$ cat config.mk
export PLATFORM = sky130hd
export DESIGN_NAME = can_signal_extract
export DESIGN_NICKNAME = d
export VERILOG_FILES = /design/src/design/cse_pkg.sv /design/src/design/cse_seq.sv /design/src/design/cse_gather.sv /design/src/design/can_signal_extract.sv
export VERILOG_INCLUDE_DIRS = /design/src /design/src/design
export SDC_FILE = /design/constraint.sdc
export NUM_CORES = 1
export LEC_CHECK = 0
export BUFFER_PORTS_ARGS = -buffer_cell sky130_fd_sc_hd__buf_2
export CORE_ASPECT_RATIO = 1.5
export CORE_UTILIZATION = 60
export CTS_BUF_LIST = sky130_fd_sc_hd__clkbuf_4 sky130_fd_sc_hd__clkbuf_8
export CTS_CLUSTER_SIZE = 30
export DETAILED_ROUTE_END_ITERATION = 12
export GPL_TIMING_DRIVEN = 0
export PLACE_DENSITY = 0.81
export RECOVER_POWER = 50
export SLEW_MARGIN = 30
export SYNTH_ARGS = -nofsm -noshare
export SYNTH_HDL_FRONTEND = slang
export SYNTH_HIERARCHICAL = 1
export SYNTH_SLANG_ARGS = --single-unit
$ cat constraint.sdc
create_clock -name clk -period 6.3 [get_ports clk]
set_clock_uncertainty 0.05 [all_clocks]
set_input_delay 1.26 -clock clk [delete_from_list [all_inputs] [get_ports clk]]
set_output_delay 1.26 -clock clk [all_outputs]
set_load 0.05 [all_outputs]
$ cat src/design/can_signal_extract_defines.svh
// ----------------------------------------------------------------------------
// CAN signal extractor assertion macros
// Shared property forms for the checks in the signal extractor.
// ----------------------------------------------------------------------------
`ifndef CAN_SIGNAL_EXTRACT_DEFINES_SVH
`define CAN_SIGNAL_EXTRACT_DEFINES_SVH

// Same-cycle implication, sampled on clk and off during reset.
`define CSE_ASSERT_NOW(label, ante, cons, msg) \
  label: assert property (@(posedge clk) disable iff (rst) (ante) |-> (cons)) \
    else $error(msg);

// Next-cycle implication, sampled on clk and off during reset.
`define CSE_ASSERT_NEXT(label, ante, cons, msg) \
  label: assert property (@(posedge clk) disable iff (rst) (ante) |=> (cons)) \
    else $error(msg);

`endif

$ cat src/design/cse_pkg.sv
// ----------------------------------------------------------------------------
// CAN signal extractor package
// Item types, control bundle and constants shared by the extractor modules.
// ----------------------------------------------------------------------------
package cse_pkg;

  localparam int unsigned PAYLOAD_BYTES_DEF = 8;
  localparam int unsigned FRAME_BYTES_MAX   = 8;
  localparam int unsigned LE_WINDOW_BYTES   = 5;
  localparam int unsigned BYTE_W            = 8;
  localparam int unsigned VALUE_W           = 32;
  localparam int unsigned ACC_W             = LE_WINDOW_BYTES * BYTE_W;

  typedef struct packed {
    logic [63:0] payload;
    logic [5:0]  start_bit;
    logic [5:0]  length;
    logic        little_endian;
    logic        is_signed;
  } cse_item_t;

  typedef struct packed {
    logic [VALUE_W-1:0] signal_value;
    logic               out_of_frame;
  } cse_result_t;

  typedef enum logic [1:0] {
    ST_IDLE,
    ST_RUN,
    ST_DONE
  } cse_state_t;

  typedef struct packed {
    logic       load;
    logic       shift;
    logic [3:0] byte_idx;
    logic [2:0] shamt;
    logic [5:0] length;
    logic       is_signed;
    logic       oof;
  } cse_ctl_t;

endpackage

$ cat src/design/cse_seq.sv
// ----------------------------------------------------------------------------
// CAN signal extractor byte sequencer
// Works out the byte walk of a signal and steps through it one byte a cycle.
// ----------------------------------------------------------------------------
module cse_seq import cse_pkg::*; #(
  parameter int unsigned PAYLOAD_BYTES = PAYLOAD_BYTES_DEF
) (
  input  logic      clk,
  input  logic      rst,
  input  cse_item_t item,
  input  logic      item_valid,
  input  logic      out_free,
  output logic      busy,
  output logic      finish,
  output cse_ctl_t  ctl
);

  localparam int unsigned FrameBytes =
    (PAYLOAD_BYTES > FRAME_BYTES_MAX) ? FRAME_BYTES_MAX : PAYLOAD_BYTES;

  cse_state_t state;
  cse_state_t state_next;
  logic [3:0] idx;
  logic [3:0] cnt;
  logic       down;
  logic [2:0] shamt;
  logic [5:0] len;
  logic       sgn;
  logic       oof;

  logic [2:0] blk;
  logic [2:0] ofs;
  logic       len_nz;
  logic [6:0] base;
  logic [6:0] last;
  logic [3:0] last_byte;
  logic       load;

  assign blk       = item.start_bit[5:3];
  assign ofs       = item.start_bit[2:0];
  assign len_nz    = (item.length != 6'd0);
  assign base      = item.little_endian ? {1'b0, item.start_bit} : {1'b0, blk, ~ofs};
  assign last      = len_nz ? (base + {1'b0, item.length} - 7'd1) : base;
  assign last_byte = last[6:3];

  always_ff @(posedge clk) begin
    if (rst) begin
      state <= ST_IDLE;
    end else begin
      state <= state_next;
    end
  end

  always_ff @(posedge clk) begin
    if (load) begin
      down  <= item.little_endian;
      idx   <= item.little_endian ? ({1'b0, blk} + 4'(LE_WINDOW_BYTES - 1)) : {1'b0, blk};
      cnt   <= item.little_endian ? 4'(LE_WINDOW_BYTES) : (last_byte - {1'b0, blk} + 4'd1);
      shamt <= item.little_endian ? ofs : ~last[2:0];
      len   <= item.length;
      sgn   <= item.is_signed;
      oof   <= len_nz && (last_byte >= 4'(FrameBytes));
    end else if (state == ST_RUN) begin
      idx <= down ? (idx - 4'd1) : (idx + 4'd1);
      cnt <= cnt - 4'd1;
    end
  end

  always_comb begin
    state_next = state;
    case (state)
      ST_IDLE: begin
        if (item_valid) begin
          state_next = ST_RUN;
        end
      end
      ST_RUN: begin
        if (cnt == 4'd1) begin
          state_next = ST_DONE;
        end
      end
      ST_DONE: begin
        if (out_free) begin
          state_next = ST_IDLE;
        end
      end
      default: state_next = ST_IDLE;
    endcase
  end

  always_comb begin
    load          = (state == ST_IDLE) && item_valid;
    busy          = (state != ST_IDLE);
    finish        = (state == ST_DONE) && out_free;
    ctl.load      = load;
    ctl.shift     = (state == ST_RUN);
    ctl.byte_idx  = idx;
    ctl.shamt     = shamt;
    ctl.length    = len;
    ctl.is_signed = sgn;
    ctl.oof       = oof;
  end

endmodule

$ cat src/design/cse_gather.sv
// ----------------------------------------------------------------------------
// CAN signal extractor byte gatherer
// Shifts the walked bytes into an accumulator, then aligns, masks and
// sign-extends the signal value.
// ----------------------------------------------------------------------------
module cse_gather import cse_pkg::*; #(
  parameter int unsigned PAYLOAD_BYTES = PAYLOAD_BYTES_DEF
) (
  input  logic        clk,
  input  cse_ctl_t    ctl,
  input  logic [63:0] payload,
  output cse_result_t result
);

  localparam int unsigned FrameBytes =
    (PAYLOAD_BYTES > FRAME_BYTES_MAX) ? FRAME_BYTES_MAX : PAYLOAD_BYTES;

  logic [63:0]        pay;
  logic [ACC_W-1:0]   acc;
  logic [BYTE_W-1:0]  cur_byte;
  logic [ACC_W-1:0]   shifted;
  logic [VALUE_W-1:0] mask;
  logic [VALUE_W-1:0] masked;
  logic               sign_bit;
  logic               extend;

  assign cur_byte = (ctl.byte_idx < 4'(FrameBytes)) ?
                    pay[{ctl.byte_idx[2:0], 3'b000} +: BYTE_W] : '0;

  always_ff @(posedge clk) begin
    if (ctl.load) begin
      pay <= payload;
      acc <= '0;
    end else if (ctl.shift) begin
      acc <= {acc[ACC_W-BYTE_W-1:0], cur_byte};
    end
  end

  always_comb begin
    shifted  = acc >> ctl.shamt;
    mask     = ctl.length[5] ? '1 : ~({VALUE_W{1'b1}} << ctl.length[4:0]);
    masked   = shifted[VALUE_W-1:0] & mask;
    sign_bit = masked[5'(ctl.length - 6'd1)];
    extend   = ctl.is_signed && (ctl.length != 6'd0) && !ctl.length[5] && sign_bit;
    result.signal_value = extend ? (masked | ~mask) : masked;
    result.out_of_frame = ctl.oof;
  end

endmodule

$ cat src/design/can_signal_extract.sv
// ----------------------------------------------------------------------------
// CAN signal extractor top level
// Flow: the sequencer walks the bytes of an accepted item, the result is registered once the output is free.
// Throughput: item_stall holds off a new item until the sequencer is back in idle; result stalls delay that.
// Reset: synchronous rst empties the result register and idles the sequencer.
// ----------------------------------------------------------------------------
`include "can_signal_extract_defines.svh"

module can_signal_extract import cse_pkg::*; #(
  parameter int unsigned PAYLOAD_BYTES = PAYLOAD_BYTES_DEF
) (
  input  logic        clk,
  input  logic        rst,
  input  cse_item_t   item,
  input  logic        item_valid,
  output logic        item_stall,
  output cse_result_t result,
  output logic        result_valid,
  input  logic        result_stall
);

  cse_ctl_t    ctl;
  cse_result_t res_c;
  logic        busy;
  logic        finish;
  logic        out_free;

  assign out_free   = !result_valid || !result_stall;
  assign item_stall = busy;

  cse_seq #(
    .PAYLOAD_BYTES(PAYLOAD_BYTES)
  ) u_seq (
    .clk       (clk),
    .rst       (rst),
    .item      (item),
    .item_valid(item_valid),
    .out_free  (out_free),
    .busy      (busy),
    .finish    (finish),
    .ctl       (ctl)
  );

  cse_gather #(
    .PAYLOAD_BYTES(PAYLOAD_BYTES)
  ) u_gather (
    .clk    (clk),
    .ctl    (ctl),
    .payload(item.payload),
    .result (res_c)
  );

  always_ff @(posedge clk) begin
    if (rst) begin
      result_valid <= 1'b0;
    end else if (finish) begin
      result_valid <= 1'b1;
    end else if (!result_stall) begin
      result_valid <= 1'b0;
    end
  end

  always_ff @(posedge clk) begin
    if (finish) begin
      result <= res_c;
    end
  end

  `CSE_ASSERT_NEXT(a_busy_after_accept, item_valid && !item_stall, item_stall, "not busy")
  `CSE_ASSERT_NOW(a_no_overwrite, finish, !(result_valid && result_stall), "result overwritten")
  `CSE_ASSERT_NOW(a_empty_signal, finish && (ctl.length == 6'd0), res_c == '0, "empty nonzero")

endmodule

==> summary.txt <==
Route
  – Routed WL: 20200 um
  – DRC Markers: 0
  – Routed vias/inst: 5.91
  – First-pass iteration count of the detailed router: 4
  – Avg WL per Cell: 19.5 um
  – Antenna Nets Post-Route: 0
  – Vias: 6138
  – Drt initial violations: approximately 320

Yosys
  – Synth Area in Compound Gates: 0.0826
  – Main combinational cell family by area after synthesis: multiplexers
  – Top_reg_cell synth: edfxtp_1
  – Async SR Flop Fraction: 0
  – Synth Area per Inst: 12.8 um2
  – Post-Synth XOR/XNOR Area: 0.0128
  – Netlist Area Pre-Place: roughly 8900 um2
  – Area leader, netlist: edfxtp_1
  – Synth Area in Adders: 0.0418
  – Mapped Nets: about 810
  – Seq/Total Area, Yosys: 0.488
  – Post-synth EDFFs: 117
  – Unique masters post-synth: 68
  – Multiplexer area fraction after synthesis: 0.244
  – Synthesis Warnings: 6
  – Post-synthesis simple-gate area fraction: 0.0797
  – #FFs+latches synth: approximately 160
  – Largest cells by area after synthesis: edfxtp_1 39%, mux2i_1 11%, dfxtp_1 9.4%, mux4_2 8.6%, ha_1 3.5%
  – Cells after synthesis: 695
  – Post-synth top area share: 0.394

Power
  – Power per cell area: 262 nW/um2
  – Lkg Pwr: 3.98 nW
  – Peak supply drop: between 0.2 and 0.25 mV

Timing
  – Slew Limit Fails: 0
  – Final TNS setup: 0 ns
  – Final Cycle Share: 0.787
  – Setup ws final: ~1.3 ns
  – Final setup viols: 0
  – Worst-Margin Slew: 1.40 ns
  – Minimum clock period: approximately 5.0 ns
  – FMAX: between 200 and 250 MHz
  – Hold Vio Cnt, Final: 0
  – Max_slew headroom: 0.0698
  – RSZ-0062 raised after global routing: false

Critical path
  – CP dominant cell by count: ha_1
  – Critical path's top delay family: adder cells
  – WP buf/inv: 4
  – Crit-path cells: clkbuf_1, clkbuf_1, xor2_1, ha_1, inv_1, ha_1, a211oi_1, nor2_1, o21ai_0, o21ai_0, ha_1, inv_1, ha_1, fa_1, xnor2_1, nand3_2, or4_1, nand3_1
  – CP max FO: 9
  – CP startpoint kind: input port
  – Worst path max stage delay: 0.44 ns
  – Critical Path End Type: flip-flop
  – Worst setup path class: in2reg
  – Worst EP required: 6.56 ns
  – WP data arrival: 5.21 ns
  – Highest-delay cell along the critical path: fa_1

Layout
  – Share of cells above drive strength 1: 0.248
  – Antenna Cells: 0
  – Area growth from synthesis to layout: 13.2%
  – Number of nets in the layout: 940

Floorplanning
  – Core area: 14500 um2
  – I/O pin cnt: 117
  – Die height: around 150 um
  – Core Rows: 54
  – DIE WIDTH: 102 um
  – Die area: 15400 um2
  – Starting density of the core: 0.614

Worst hold path
  – Hold crit path type: reg2reg

Global route
  – Global route overflow: 0
  – First-pass GRT wire length: about 31000 um
  – Number of global-route vias before repair: 6213
  – Largest net degree at the start of global routing: 68
  – Initial antenna violation count: 0
  – GRT Util Overall: 0.278

Clock network
  – Cts hold-fix bufs: 0
  – Setup Fix Bufs, Post-CTS: 0
  – CTS tree: built
  – Reg clk slew, reported paths: ~0.10 ns
  – Clock root cell: clkbuf_8
  – Post-CTS sizing: 0
  – CTS sink cnt: 159
  – H-tree depth: 4
  – Clock Path Buffers: 2
  – Worst-Skew Late Latency: 0.44 ns
  – CTS Buf Count: 17

Place
  – HPWL Detailed: roughly 16000 um
  – DP Worst Slack: 0.997 ns
  – IO buf count: 116
  – GPL Wtd Cong: 0.965

Status
  – Outcome: completed

Flow run
  – Max cap viols: 0
[worst paths after layout]
check / startpoint / to / slack [ns] / cells after the start
max: item[1] / u_seq/cnt[3]$_DFFE_PP_ / 1.34 / 18
min: u_seq/state[1]$_SDFFE_PP0P_ / u_seq/state[1]$_SDFFE_PP0P_ / 0.46 / 2
max reg2reg: u_seq/len[0]$_DFFE_PP_ / result[14]$_DFFE_PP_ / 1.86 / 12
min reg2reg: u_seq/state[1]$_SDFFE_PP0P_ / u_seq/state[1]$_SDFFE_PP0P_ / 0.46 / 2
[through the flow]
step	power (mW)	hold slack (ns)	utilization	std cells	instance area [um2]
detailed placement	1.92	0.436	0.671	1007	9750
global placement	1.90	0.420	0.671	1007	9740
CTS	2.66	0.452	0.699	1039	10100
floorplan	1.75	0.402	-	695	8920
global route	2.76	0.512	0.695	1039	10100
finish	2.64	0.459	0.695	1039	10100
[synthesized netlist by cell type, types with 6 or more instances]
cell,count
xor2_1,7
mux4_1,11
a31oi_1,6
mux4_2,34
nor2_1,69
nor2b_1,11
o21ai_0,10
a21oi_1,34
nand2_1,20
buf_4,9
xnor2_1,6
nand3_1,7
o32ai_1,6
buf_1,7
buf_2,11
mux2i_1,94
inv_1,34
or2_2,6
nor3_1,14
mux2_2,15
clkbuf_1,19
edfxtp_1,117
a21o_1,7
dfxtp_1,42
ha_1,25
[registers in the layout, indices dropped and copies added, names as in the netlist]
signal and cells:
result 33, result_valid 1, u_gather/acc 39, u_gather/pay 64
u_seq/cnt 4, u_seq/down 1, u_seq/idx 4, u_seq/len 6
u_seq/oof 1, u_seq/sgn 1, u_seq/shamt 3, u_seq/state 2
[worst reg2reg max path, delay by kind of cell (launching register included)]
kind	cells	cell delay, ns
multiplexers	1	0.27
AO/OA/AOI/OAI	4	1.14
AND/OR/NAND/NOR	1	0.32
flip-flops	1	0.39
buffers and inverters	4	1.36
adder cells (fa/ha/maj)	2	0.71
[routing by layer]
| layer | up-vias | track usage | part of all wire |
|---|---|---|---|
| met5 | - | 0 | 0 |
| met4 | 0 | 0.141 | 0.043 |
| met3 | 50 | 0.0425 | 0.042 |
| met2 | 231 | 0.504 | 0.54 |
| met1 | 2933 | 0.312 | 0.38 |
| li1 | 2924 | - | - |
[report_power, final]
part           leakage [nW]  internal, mW  switching [mW]  total [mW]
clock network         0.205         0.307           0.436       0.742
logic                  2.33         0.287           0.354       0.641
registers              1.45          1.21          0.0451        1.26
[cells by family (layout without fill, tap and decap cells)]
kind of cell    after synthesis  count (layout)
compound gates              103             103
flops                       159             159
simple gates                149             149
xor+xnor                     13              13
fa+ha+maj                    28              28
mux                         155             155
buf+inv                      88             236
[area by class of cell]
type	instances	area [um2]
buffer	52	297
timing repair buffer	116	543
multi-input combinational	448	4110
clock inverter	14	163
sequential	159	4350
inverter	36	136
tap	196	245
clock buffer	18	241
fill	1094	4430
[placed cells by master (no fill, tap or decap), drive strengths merged, types with 3 or more instances in the layout]
master	instances
mux2	15
dfxtp	42
fa	3
o21ai	11
a21o	7
o31ai	3
buf	117
nor2b	11
nand2	20
clkbuf	69
a2111oi	5
or3b	3
xor2	7
or2	6
o311ai	4
a211oi	3
nor3	14
nand2b	3
edfxtp	117
mux4	45
a22oi	4
nor4	5
o211ai	4
mux2i	95
inv	42
clkinv	7
o32ai	7
nor2	69
a31oi	6
o21a	3
nand3	8
xnor2	6
a21oi	34
ha	25
Power figures use the tool's default switching activity.
